--- config.mk ---
export PLATFORM = sky130hd
export DESIGN_NAME = i2c_master_transfer_sequencer_top
export DESIGN_NICKNAME = d
export VERILOG_FILES = /design/src/i2cms_pkg.sv /design/src/i2cms_in_stage.sv /design/src/i2cms_desc.sv /design/src/i2cms_store.sv /design/src/i2cms_seq.sv /design/src/i2c_master_transfer_sequencer_top.sv
export SDC_FILE = /design/constraint.sdc
export NUM_CORES = 2
export LEC_CHECK = 0
export BUFFER_PORTS_ARGS = -buffer_cell sky130_fd_sc_hd__buf_2
export CORE_MARGIN = 2
export CORE_UTILIZATION = 50
export CTS_BUF_LIST = sky130_fd_sc_hd__clkbuf_4
export DETAILED_ROUTE_END_ITERATION = 8
export GPL_TIMING_DRIVEN = 1
export HOLD_SLACK_MARGIN = 0.05
export MAX_ROUTING_LAYER = met4
export PLACE_DENSITY = 0.68
export SLEW_MARGIN = 0
export SYNTH_ARGS = -nofsm -noshare
export SYNTH_HDL_FRONTEND = slang
export SYNTH_SLANG_ARGS = --single-unit
export TNS_END_PERCENT = 5
--- constraint.sdc ---
create_clock -name i_clk -period 5 [get_ports i_clk]
set_clock_uncertainty 0.15 [all_clocks]
set_input_delay 0.5 -clock i_clk [delete_from_list [all_inputs] [get_ports i_clk]]
set_output_delay 0.5 -clock i_clk [all_outputs]
set_load 0.005 [all_outputs]
--- src/i2cms_pkg.sv ---
// Shared types, sizes and codes of the I2C master transfer sequencer.
package i2cms_pkg;

    // Sizes (STORE_BYTES must be a power of two)
    localparam int MAX_MSGS    = 8;
    localparam int STORE_BYTES = 256;
    localparam int MSG_W       = (MAX_MSGS > 1) ? $clog2(MAX_MSGS) : 1;
    localparam int TOT_W       = MSG_W + 1;
    localparam int STORE_AW    = $clog2(STORE_BYTES);

    // Request modes
    localparam logic [1:0] MODE_DESC  = 2'd0;
    localparam logic [1:0] MODE_DATA  = 2'd1;
    localparam logic [1:0] MODE_START = 2'd2;
    localparam logic [1:0] MODE_IRQ   = 2'd3;

    // Controller resume actions
    localparam logic [1:0] CON_NONE = 2'd0;
    localparam logic [1:0] CON_ACK  = 2'd1;
    localparam logic [1:0] CON_NACK = 2'd2;

    // Controller status words
    localparam logic [7:0] STAT_START_RD = 8'hB0;
    localparam logic [7:0] STAT_START_WR = 8'hF0;
    localparam logic [7:0] STAT_STOP_RD  = 8'h90;
    localparam logic [7:0] STAT_STOP_WR  = 8'hD0;

    // Sequencer phase, one-hot
    typedef enum logic [4:0] {
        PH_IDLE  = 5'b00001,
        PH_START = 5'b00010,
        PH_READ  = 5'b00100,
        PH_WRITE = 5'b01000,
        PH_STOP  = 5'b10000
    } t_phase;

    typedef struct packed {
        logic [1:0] mode;
        logic [2:0] msg_index;
        logic [6:0] slave_addr;
        logic       read_flag;
        logic [8:0] msg_length;
        logic [7:0] byte_index;
        logic [7:0] data_byte;
        logic [3:0] msg_count;
        logic       no_ack;
        logic [7:0] rx_byte;
    } t_in;

    typedef struct packed {
        logic       ds_write;
        logic [7:0] ds_value;
        logic [7:0] stat_value;
        logic [1:0] con_action;
        logic       irq_clear;
        logic       rx_valid;
        logic [7:0] rx_index;
        logic [7:0] rx_data;
        logic       done_res;
        logic       status;
    } t_out;

    // Result of one request plus a flag: data byte comes from the store read
    typedef struct packed {
        logic ds_mem;
        t_out out;
    } t_res;

    typedef struct packed {
        logic [6:0] addr;
        logic       rd;
        logic [8:0] len;
    } t_desc;

    typedef struct packed {
        logic load_first;
        logic load_next;
    } t_desc_ctl;

    typedef struct packed {
        logic                we;
        logic [STORE_AW-1:0] waddr;
        logic [7:0]          wdata;
        logic [STORE_AW-1:0] raddr;
    } t_store_req;

endpackage

--- src/i2cms_in_stage.sv ---
// Input request register with stall generation.
module i2cms_in_stage (
    input  logic             i_clk,
    input  logic             i_rst_n,
    input  logic             i_in_valid,
    input  i2cms_pkg::t_in   i_in_data,
    input  logic             i_free,
    output logic             o_in_stall,
    output logic             o_fire,
    output i2cms_pkg::t_in   o_item
);
    import i2cms_pkg::*;

    logic r_valid;
    t_in  r_item;
    logic w_accept;

    // Process the held request whenever the result register can take it
    assign o_fire     = r_valid & i_free;
    assign o_in_stall = r_valid & ~o_fire;
    assign w_accept   = i_in_valid & ~o_in_stall;
    assign o_item     = r_item;

    // Track occupancy
    always_ff @(posedge i_clk) begin
        if (!i_rst_n) begin
            r_valid <= 1'b0;
        end else if (w_accept) begin
            r_valid <= 1'b1;
        end else if (o_fire) begin
            r_valid <= 1'b0;
        end
    end

    // Capture payload
    always_ff @(posedge i_clk) begin
        if (w_accept) begin
            r_item <= i_in_data;
        end
    end

endmodule

--- src/i2cms_desc.sv ---
// Message descriptor slots and the copy of the current message descriptor.
module i2cms_desc (
    input  logic                        i_clk,
    input  logic                        i_fire,
    input  i2cms_pkg::t_in              i_item,
    input  i2cms_pkg::t_desc_ctl        i_ctl,
    input  logic [i2cms_pkg::MSG_W-1:0] i_cur_slot,
    output i2cms_pkg::t_desc            o_cur,
    output i2cms_pkg::t_desc            o_first,
    output i2cms_pkg::t_desc            o_next
);
    import i2cms_pkg::*;

    t_desc             r_desc [MAX_MSGS];
    t_desc             r_cur;
    t_desc             w_wdesc;
    logic              w_we;
    logic [MSG_W-1:0]  w_wslot;
    logic [MSG_W-1:0]  w_nxt;

    // Decode descriptor load
    assign w_we    = i_fire && (i_item.mode == MODE_DESC) &&
                     (32'(i_item.msg_index) < MAX_MSGS);
    assign w_wslot = MSG_W'(i_item.msg_index);
    assign w_wdesc = '{addr: i_item.slave_addr, rd: i_item.read_flag,
                       len: i_item.msg_length};

    // Slot after the current one, wrapping
    assign w_nxt = (i_cur_slot == MSG_W'(MAX_MSGS - 1)) ? '0 : i_cur_slot + MSG_W'(1);

    assign o_cur   = r_cur;
    assign o_first = r_desc[0];
    assign o_next  = r_desc[w_nxt];

    // Write slots
    always_ff @(posedge i_clk) begin
        if (w_we) begin
            r_desc[w_wslot] <= w_wdesc;
        end
    end

    // Keep the current copy in step with slot loads and message changes
    always_ff @(posedge i_clk) begin
        if (i_ctl.load_first) begin
            r_cur <= r_desc[0];
        end else if (i_ctl.load_next) begin
            r_cur <= r_desc[w_nxt];
        end else if (w_we && (w_wslot == i_cur_slot)) begin
            r_cur <= w_wdesc;
        end
    end

endmodule

--- src/i2cms_store.sv ---
// Byte store memory: one write port, one registered read port.
module i2cms_store (
    input  logic                   i_clk,
    input  i2cms_pkg::t_store_req  i_req,
    input  logic                   i_rd_en,
    output logic [7:0]             o_rdata
);
    import i2cms_pkg::*;

    logic [7:0] r_mem [STORE_BYTES];
    logic [7:0] r_rdata;

    assign o_rdata = r_rdata;

    // Write port
    always_ff @(posedge i_clk) begin
        if (i_req.we) begin
            r_mem[i_req.waddr] <= i_req.wdata;
        end
    end

    // Read port, held while the result waits
    always_ff @(posedge i_clk) begin
        if (i_rd_en) begin
            r_rdata <= r_mem[i_req.raddr];
        end
    end

endmodule

--- src/i2cms_seq.sv ---
// Transfer phase machine, message and byte pointers, and result decode.
module i2cms_seq (
    input  logic                        i_clk,
    input  logic                        i_rst_n,
    input  logic                        i_fire,
    input  i2cms_pkg::t_in              i_item,
    input  i2cms_pkg::t_desc            i_cur,
    input  i2cms_pkg::t_desc            i_first,
    input  i2cms_pkg::t_desc            i_next,
    output i2cms_pkg::t_res             o_res,
    output i2cms_pkg::t_store_req       o_store,
    output i2cms_pkg::t_desc_ctl        o_dctl,
    output logic [i2cms_pkg::MSG_W-1:0] o_cur_slot
);
    import i2cms_pkg::*;

    t_phase               r_phase, n_phase;
    logic [MSG_W-1:0]     r_cur_msg, n_cur_msg;
    logic [8:0]           r_ptr, n_ptr;
    logic [STORE_AW-1:0]  r_base, n_base;
    logic [TOT_W-1:0]     r_total, n_total;

    logic [STORE_AW-1:0]  w_pos;
    logic [8:0]           w_ptr1;
    logic [8:0]           w_tail_ptr;
    logic                 w_last;
    logic                 w_ptr_lt;
    logic                 w_do_first, w_do_next, w_do_stop, w_stop_err;
    logic                 w_do_tail, w_do_wr;
    t_desc                w_sd;

    assign w_pos      = r_base + STORE_AW'(r_ptr);
    assign w_ptr1     = r_ptr + 9'd1;
    assign w_last     = (TOT_W'(r_cur_msg) + TOT_W'(1)) == r_total;
    assign w_ptr_lt   = r_ptr < i_cur.len;
    assign o_cur_slot = r_cur_msg;

    always_comb begin
        o_res      = '0;
        o_store    = '0;
        o_dctl     = '0;
        n_phase    = r_phase;
        n_cur_msg  = r_cur_msg;
        n_ptr      = r_ptr;
        n_base     = r_base;
        n_total    = r_total;
        w_do_first = 1'b0;
        w_do_next  = 1'b0;
        w_do_stop  = 1'b0;
        w_stop_err = 1'b0;
        w_do_tail  = 1'b0;
        w_do_wr    = 1'b0;
        w_tail_ptr = r_ptr;
        w_sd       = i_first;
        o_res.out.con_action = CON_NONE;

        // Decode the request
        case (i_item.mode)
            MODE_DESC: begin
                // slot write lives in the descriptor block
            end
            MODE_DATA: begin
                if (32'(i_item.byte_index) < STORE_BYTES) begin
                    o_store.we    = 1'b1;
                    o_store.waddr = STORE_AW'(i_item.byte_index);
                    o_store.wdata = i_item.data_byte;
                end
            end
            MODE_START: begin
                if (!(r_phase inside {PH_START, PH_READ, PH_WRITE})) begin
                    if (i_item.msg_count == 4'd0) begin
                        n_total = TOT_W'(1);
                    end else if (32'(i_item.msg_count) > MAX_MSGS) begin
                        n_total = TOT_W'(MAX_MSGS);
                    end else begin
                        n_total = TOT_W'(i_item.msg_count);
                    end
                    w_do_first = 1'b1;
                end
            end
            MODE_IRQ: begin
                o_res.out.irq_clear = 1'b1;
                case (r_phase)
                    PH_START: begin
                        if (i_item.no_ack) begin
                            w_do_stop  = 1'b1;
                            w_stop_err = 1'b1;
                        end else if (w_last && !w_ptr_lt) begin
                            w_do_stop = 1'b1;
                        end else if (i_cur.rd) begin
                            n_phase   = PH_READ;
                            w_do_tail = 1'b1;
                        end else begin
                            n_phase = PH_WRITE;
                            w_do_wr = 1'b1;
                        end
                    end
                    PH_WRITE: begin
                        if (i_item.no_ack) begin
                            w_do_stop  = 1'b1;
                            w_stop_err = 1'b1;
                        end else begin
                            w_do_wr = 1'b1;
                        end
                    end
                    PH_READ: begin
                        o_store.we         = 1'b1;
                        o_store.waddr      = w_pos;
                        o_store.wdata      = i_item.rx_byte;
                        o_res.out.rx_valid = 1'b1;
                        o_res.out.rx_index = 8'(w_pos);
                        o_res.out.rx_data  = i_item.rx_byte;
                        n_ptr              = w_ptr1;
                        w_tail_ptr         = w_ptr1;
                        w_do_tail          = 1'b1;
                    end
                    default: begin
                    end
                endcase
            end
            default: begin
            end
        endcase

        // Send the next write byte or move on
        if (w_do_wr) begin
            if (w_ptr_lt) begin
                o_res.out.ds_write   = 1'b1;
                o_res.ds_mem         = 1'b1;
                o_res.out.con_action = CON_ACK;
                n_ptr                = w_ptr1;
            end else if (!w_last) begin
                w_do_next = 1'b1;
            end else begin
                w_do_stop = 1'b1;
            end
        end

        // Resume reception, NACK on the last byte, or move on
        if (w_do_tail) begin
            if (w_tail_ptr < i_cur.len) begin
                o_res.out.con_action = ((w_tail_ptr + 9'd1) == i_cur.len) ? CON_NACK
                                                                             : CON_ACK;
            end else if (!w_last) begin
                w_do_next = 1'b1;
            end else begin
                w_do_stop = 1'b1;
            end
        end

        // Issue stop
        if (w_do_stop) begin
            n_phase               = PH_STOP;
            o_res.out.stat_value  = i_cur.rd ? STAT_STOP_RD : STAT_STOP_WR;
            o_res.out.con_action  = CON_ACK;
            o_res.out.done_res    = 1'b1;
            o_res.out.status      = w_stop_err;
        end

        // Issue (repeated) start on the first or next message
        if (w_do_first || w_do_next) begin
            w_sd                 = w_do_next ? i_next : i_first;
            n_phase              = PH_START;
            o_res.out.ds_write   = 1'b1;
            o_res.out.ds_value   = {w_sd.addr, w_sd.rd};
            o_res.out.stat_value = w_sd.rd ? STAT_START_RD : STAT_START_WR;
        end
        if (w_do_first) begin
            n_cur_msg         = '0;
            n_ptr             = '0;
            n_base            = '0;
            o_dctl.load_first = i_fire;
        end
        if (w_do_next) begin
            n_base           = r_base + STORE_AW'(i_cur.len);
            n_cur_msg        = r_cur_msg + MSG_W'(1);
            n_ptr            = '0;
            o_dctl.load_next = i_fire;
        end

        // Gate memory write, point read at the current byte
        o_store.we    = o_store.we & i_fire;
        o_store.raddr = w_pos;
    end

    // Advance sequencer state
    always_ff @(posedge i_clk) begin
        if (!i_rst_n) begin
            r_phase   <= PH_IDLE;
            r_cur_msg <= '0;
            r_ptr     <= '0;
            r_base    <= '0;
            r_total   <= '0;
        end else if (i_fire) begin
            r_phase   <= n_phase;
            r_cur_msg <= n_cur_msg;
            r_ptr     <= n_ptr;
            r_base    <= n_base;
            r_total   <= n_total;
        end
    end

endmodule

--- src/i2c_master_transfer_sequencer_top.sv ---
// Top level of the I2C master transfer sequencer with the result register.
//
//  Channel  Signals                          Direction  Moves
//  in       i_in_valid/o_in_stall/i_in_data  to block   one request (load, start or irq)
//  out      o_out_valid/i_out_stall/o_out_data  from block  one controller step per request
//
// A request accepted into the input register is decoded while the result register is
// free, and its result enters the output register at the edge that ends the decode.
// Without output stalls the single decode stage sets the rate: one request per cycle.
// Reset is synchronous, active low, and leaves the sequencer idle; it does not
// clear descriptors or the byte store. A stalled output holds its result and
// the input register keeps one more request before o_in_stall rises.
module i2c_master_transfer_sequencer_top (
    input  logic             i_clk,
    input  logic             i_rst_n,
    input  logic             i_in_valid,
    output logic             o_in_stall,
    input  i2cms_pkg::t_in   i_in_data,
    output logic             o_out_valid,
    input  logic             i_out_stall,
    output i2cms_pkg::t_out  o_out_data
);
    import i2cms_pkg::*;

    logic              w_free;
    logic              w_fire;
    t_in               w_item;
    t_desc             w_cur, w_first, w_next;
    t_desc_ctl         w_dctl;
    logic [MSG_W-1:0]  w_cur_slot;
    t_res              w_res;
    t_store_req        w_store;
    logic [7:0]        w_rdata;

    logic              r_out_valid;
    t_res              r_res;

    // Result register is free when empty or being taken
    assign w_free = ~r_out_valid | ~i_out_stall;

    i2cms_in_stage u_in (
        .i_clk      (i_clk),
        .i_rst_n    (i_rst_n),
        .i_in_valid (i_in_valid),
        .i_in_data  (i_in_data),
        .i_free     (w_free),
        .o_in_stall (o_in_stall),
        .o_fire     (w_fire),
        .o_item     (w_item)
    );

    i2cms_desc u_desc (
        .i_clk      (i_clk),
        .i_fire     (w_fire),
        .i_item     (w_item),
        .i_ctl      (w_dctl),
        .i_cur_slot (w_cur_slot),
        .o_cur      (w_cur),
        .o_first    (w_first),
        .o_next     (w_next)
    );

    i2cms_seq u_seq (
        .i_clk      (i_clk),
        .i_rst_n    (i_rst_n),
        .i_fire     (w_fire),
        .i_item     (w_item),
        .i_cur      (w_cur),
        .i_first    (w_first),
        .i_next     (w_next),
        .o_res      (w_res),
        .o_store    (w_store),
        .o_dctl     (w_dctl),
        .o_cur_slot (w_cur_slot)
    );

    i2cms_store u_store (
        .i_clk   (i_clk),
        .i_req   (w_store),
        .i_rd_en (w_fire),
        .o_rdata (w_rdata)
    );

    // Hold result valid until taken
    always_ff @(posedge i_clk) begin
        if (!i_rst_n) begin
            r_out_valid <= 1'b0;
        end else if (w_fire) begin
            r_out_valid <= 1'b1;
        end else if (!i_out_stall) begin
            r_out_valid <= 1'b0;
        end
    end

    // Capture result payload
    always_ff @(posedge i_clk) begin
        if (w_fire) begin
            r_res <= w_res;
        end
    end

    // Merge the data byte read from the store
    always_comb begin
        o_out_data = r_res.out;
        if (r_res.ds_mem) begin
            o_out_data.ds_value = w_rdata;
        end
    end

    assign o_out_valid = r_out_valid;

    // An open output side never stalls the input
    a_no_stall_when_free: assert property (@(posedge i_clk) disable iff (!i_rst_n)
        !i_out_stall |-> !o_in_stall)
        else $error("input stalled while output side is free");

    // A processed request always shows up as a result
    a_fire_gives_result: assert property (@(posedge i_clk) disable iff (!i_rst_n)
        w_fire |=> o_out_valid)
        else $error("processed request produced no result");

    // A finished transfer carries a stop status word
    a_done_is_stop: assert property (@(posedge i_clk) disable iff (!i_rst_n)
        (o_out_valid && o_out_data.done_res) |->
        (o_out_data.stat_value == STAT_STOP_RD || o_out_data.stat_value == STAT_STOP_WR))
        else $error("transfer end without stop word");

    // Error status only at the end of a transfer
    a_status_with_done: assert property (@(posedge i_clk) disable iff (!i_rst_n)
        (o_out_valid && o_out_data.status) |-> o_out_data.done_res)
        else $error("no-ack status outside transfer end");

endmodule

======== Yosys cells after proc, flatten, opt, wreduce, memory -nomap -nowiden ========
Memory sizes are Yosys's and may differ from the RTL's. A register that Yosys moved wholly into a read port is not among the register bits.
Index checks and enable logic that the tools add are counted.
Widths: inputs -> output; s select.
operators by class
  $add $sub $neg .......................... 6
  order comparisons ....................... 3
  eq/ne operators ......................... 13
  multiplexer cells ....................... 82
  bitwise operators ....................... 10
  reduce and logical (&&, ||, !) cells .... 18
operators with widths
  cell                 count
  $mux 9               6
  $mux 1               41
  $mux 10              4
  $mux 17              2
  $pmux 17 s2          1
  $mux 8               4
  $mux 5               6
  $add 9x1->9 const B  2
  $lt 9x9->1           2
  $mux 18              1
  $add 8x8->8          2
  $mux 7               2
  $mux 2               6
  $mux 4               3
  $reduce_bool 3->1    4
  $eq 9x9->1           1
  $mux 3               3
  $pmux 1 s2           3
  $reduce_and 3->1     2
  $eq 5x2->1 const B   1
  $eq 5x3->1 const B   1
  $eq 5x4->1 const B   1
  $not 1->1            5
  $reduce_and 5->1     1
  21 further kinds     28
storage, ports and cells
  bits in registers ....................... 132
  RAM bits ................................ 2184
  logic and storage cells ................. 164
  memories ................................ 2
memory list
  name           depth  width  rd ports  clocked after Yosys merged registers in  write ports  line               text
  u_store.r_mem  256    8      1         1                                        1            i2cms_store.sv:10  logic [7:0] r_mem [STORE_BYTES];
  u_desc.r_desc  8      17     2         0                                        1            i2cms_desc.sv:14   t_desc r_desc [MAX_MSGS];

======== Logic depth before layout (Yosys ltp) ========
  depth in word-level cells ............... 15
  mapped depth ............................ 16
  depth with buffers taken out ............ 14

======== Hierarchy ========
A second synthesis with hierarchy kept.
second synthesis, totals
  cells, all modules ...................... 4797
  area total of the unflattened synthesis .. 92934.1 um^2
modules (own cells, without submodules)
  module                             instances  cells each  area an instance (um^2)  seq. area each (um^2)
  i2cms_store                        1          3733        79636.4                  61739.2
  i2cms_desc                         1          442         6442.4                   4594.4
  i2cms_seq                          1          482         3669.8                   580.6
  i2c_master_transfer_sequencer_top  1          84          1600.3                   1221.2
  i2cms_in_stage                     1          56          1585.3                   1551.5

======== Worst setup path before layout ========
OpenSTA, ideal clock, no wires.
  kind .................................... register to register
  start ................................... register u_seq.r_phase[4]
  end ..................................... memory u_store.r_mem[0][0] (data pin)
  arrival time ............................ 4.324 ns
  slack ................................... -0.323 ns
  stages on the path, launching flop included .. 5
  cell sequence ........................... dfxtp_1 > nor4b_1 > clkbuf_1 > and3_1 > o21a_1
RTL lines
  element                   line               text
  start: declaration        i2cms_seq.sv:17    t_phase r_phase, n_phase;
  start signal: assignment  i2cms_seq.sv:195   r_phase <= n_phase;
  end: declaration          i2cms_store.sv:10

======== Worst setup path after layout ========
  start ................................... register u_seq.r_base[0]
  end ..................................... memory u_store.r_mem[207][6] (enable)
between the ends
  word-level cells in the longest chain between the ends .. 3
ends and longest elaborated chain
  element                   line              text
  start: declaration        i2cms_seq.sv:20   logic [STORE_AW-1:0] r_base, n_base;
  start signal: assignment  i2cms_seq.sv:198  r_base <= n_base;
  $add 8x8->8               i2cms_seq.sv:32   assign w_pos = r_base + STORE_AW'(r_ptr);
  $mux 17                   i2cms_seq.sv:83   case (r_phase)
  $pmux 17 s2               i2cms_seq.sv:58   case (i_item.mode)
Every way passes these cells.

==> results.toml <==
[timing]
finalMaxSlewViolations = 0
setup_viol = 135
finalCriticalPeriod_ns = 5.141
tightest_slew_ns = 1.437
fin_ws_ns = -0.1407
max_freq_mhz = 194.5
holdWs_ns = 0.2555
period_share = 1.028
finalHoldViolCount = 0
timing.slew.headroom = 0.03205

[synthesis]
synth_top_area_frac = 0.7500
synth_seq_cells = 2319
synth_edf_count = 2288
synth-adder-area-share = 0.005217
synth_top_family_by_area = "multiplexers"
synth-simple-area-share = 0.03480
synth_top_area_cell = "edfxtp_1"
yosys-top-cells-area = "edfxtp_1, mux4_2, nor2_1"
synthXorXnorAreaFrac = 0.004644
muxShareOfSynthArea = 0.1637
synth.most_common_cell = "edfxtp_1"
synth.distinct_cells = 69
synthFlopType = "edfxtp_1"
syn_inst = 4343
avgSynthCellArea_sq_um = 21.09
ys_top_cells_by_count = "edfxtp_1, mux4_2, nor2_1, clkbuf_1, nand2_1"
synth_compound_area_frac = 0.01954
ys_warn_count = 0
seq_area_frac_synth = 0.7568
synthesis.area_sq_um = 91610
async_flop_share = 0

[global_routing]
grt_pass1_wl_mm = 332.1
grt_max_degree = 145
grt_usage = 0.2535
grt_pass1_vias = 49070
globalRouteOverflowTotal = 0
antenna_found_initial = 6

[critical_path]
cpPeakStageDelay_ns = 1.11
r2r_start = "u_seq.r_base[0]$_SDFFE_PN0P_"
worst_ep_arrival_time_ns = 6.00
cp-end-kind = "register"
crit_type = "reg2reg"
worstPathMaxFanout = 16
startpoint_type = "register"
crit_family = "compound AO/OA/AOI/OAI gates"
critical_path_buf_inv_count = 1
cp_slowest_cell = "o21ai_0"
startpoint = "u_seq.r_base[0]$_SDFFE_PN0P_"
worstPathCellList = "ha_4 -> fa_4 -> a21o_1 -> a21oi_1 -> xnor2_1 -> a22o_1 -> o21ai_0 -> nand2_1 -> nor2_1 -> buf_4"
required_ns = 5.86

[detailed_routing]
first_pass_iters = 8
wl_mm = 228.1
vias = 48740
drc = 0
initialDrtViolationCount = 5799
ant_nets = 0
wl_per_cell_microns = 28.15
via_per_inst = 6.016

[hold_path]
hold_path.class = "in2reg"
hold_start = "i_in_data[20]"

[clocking]
cts_tree = "yes"
cts_setup_buffers = 0
clock_path_buffers = 4
insertion_delay_ns = 1.35
numCtsBuffers = 598
root_buffer = "clkbuf_4"
clock_sinks = 2319
htreeDepth = 6
clk_pin_slew_worst_paths_ns = 0.08

[flow_run]
drv_cap = 0

[pwr]
p_leak_nw = 36.98
irDropWorstVdd_mv = 0.2143
powerDensity_nw_per_um2 = 354.0

[floorplan]
die_x_microns = 432.0
core-area_sq_um = 182500
io_pins = 96
rows = 157
dieArea_sq_um = 186700
die_y_microns = 432.0
start_util = 0.5020

[finish]
syn2layout_area_growth_pct = 15.84
design_area_sq_um = 106100
drive_above_1_share = 0.3747
final_nets = 5406

[placement]
dpl.hpwl_mm = 139.7
place_area_sq_um = 97810
pre_cts_ws_ns = 0.01128
place.port_buffers = 91
gp_congestion = 0.9786

[run_status]
status = "finished, violations left"
violations = "setup timing"
## through the flow
step	cells	TNS, ns	total power [mW]	utilization
floorplan	4346	0	22.01	-
global placement	6987	-0.02694	22.25	0.5359
detailed placement	6988	0	22.27	0.5360
CTS	8088	0	37.91	0.5812
global route	8099	-0.009694	38.95	0.5815
finish	8102	-9.068	37.57	0.5815
## tightest hold or removal path: stages
cell,delay (ns)
dlygate4sd3_1,0.52
buf_2,0.09
dlygate4sd3_1,0.54
## cells by family after synthesis
family,Yosys count
XOR/XNOR,47
multiplexers,676
flip-flops,2319
adder cells (fa/ha/maj),37
AND/OR/NAND/NOR,682
buffers and inverters,324
other,1
AO/OA/AOI/OAI,257
## worst paths after layout
path	to	depth (start not counted)	slack [ns]
max reg2reg	u_store.r_mem[207][6]$_DFFE_PP_	10	-0.14
min reg2reg	u_seq.r_total[1]$_SDFFE_PN0P_	2	0.35
max	u_store.r_mem[207][6]$_DFFE_PP_	10	-0.14
min	u_in.o_item[20]$_DFFE_PP_	3	0.26
## where the power goes
part	leakage, nW	internal (mW)	switching, mW
Clock	4.28	8.19	7.46
Combinational	9.26	0.153	0.394
Sequential	23.4	21.3	0.0495
Total	37.0	29.7	7.90
## cell type report
| class | count | area (sq um) |
|---|---|---|
| Clock buffer | 829 | 6223 |
| Antenna cell | 14 | 35.03 |
| Fill cell | 13240 | 76370 |
| Clock inverter | 160 | 923.4 |
| Multi-Input combinational cell | 1703 | 21070 |
| Timing Repair Buffer | 661 | 5435 |
| Tap cell | 2385 | 2984 |
| Sequential cell | 2319 | 69330 |
| Inverter | 31 | 116.4 |
## per-layer routing
metal  global-route usage  vias up  part of all wire
met1               0.3347    25370              0.39
met3              0.05909      379             0.092
met4              0.08466        0             0.029
li1                     -    20350                 -
met2               0.3928     2644              0.49
met5                    -        -                 0
## cell usage in the layout (no fill, tap or decap), types with 10 or more instances in the layout
cell	instances
nand3_1	65
edfxtp_1	2288
clkinv_2	18
clkinv_1	114
nor4_1	14
xnor2_1	29
buf_12	32
or2_2	11
mux2i_1	10
diode_2	14
clkbuf_4	829
buf_4	425
a211oi_1	11
and3_1	22
buf_2	91
ha_1	33
dlygate4sd3_1	111
a21boi_0	11
nor3_1	30
and2_1	41
a21oi_1	49
nand4_1	14
nor2b_1	19
or3_1	17
o21ai_0	38
dfxtp_1	31
mux4_2	657
o221ai_1	17
nand2_1	113
xor2_1	12
inv_2	15
nand2b_1	13
inv_1	30
a2111oi_0	30
bufinv_16	11
nor2_1	292
o22ai_1	11
## sequential cells by signal, indices dropped and copies added, names as in the netlist
signal and flops:
u_seq.o_cur_slot 3, u_seq.r_phase 5, u_in.r_valid 1, u_store.o_rdata 8
u_seq.r_total 4, o_out_valid 1, u_seq.r_base 8, r_res 9
u_desc.r_desc 136, u_in.o_item 51, o_out_data 26, u_store.r_mem 2048
u_seq.r_ptr 9, u_desc.o_cur 10
## timing repair
item	in CTS	in global routing
setup endpoints to repair	1	16
gates resized for setup	1	3
hold buffers	111	0
endpoints found under the hold margin	165	0
(Power assumes the default switching activity.)
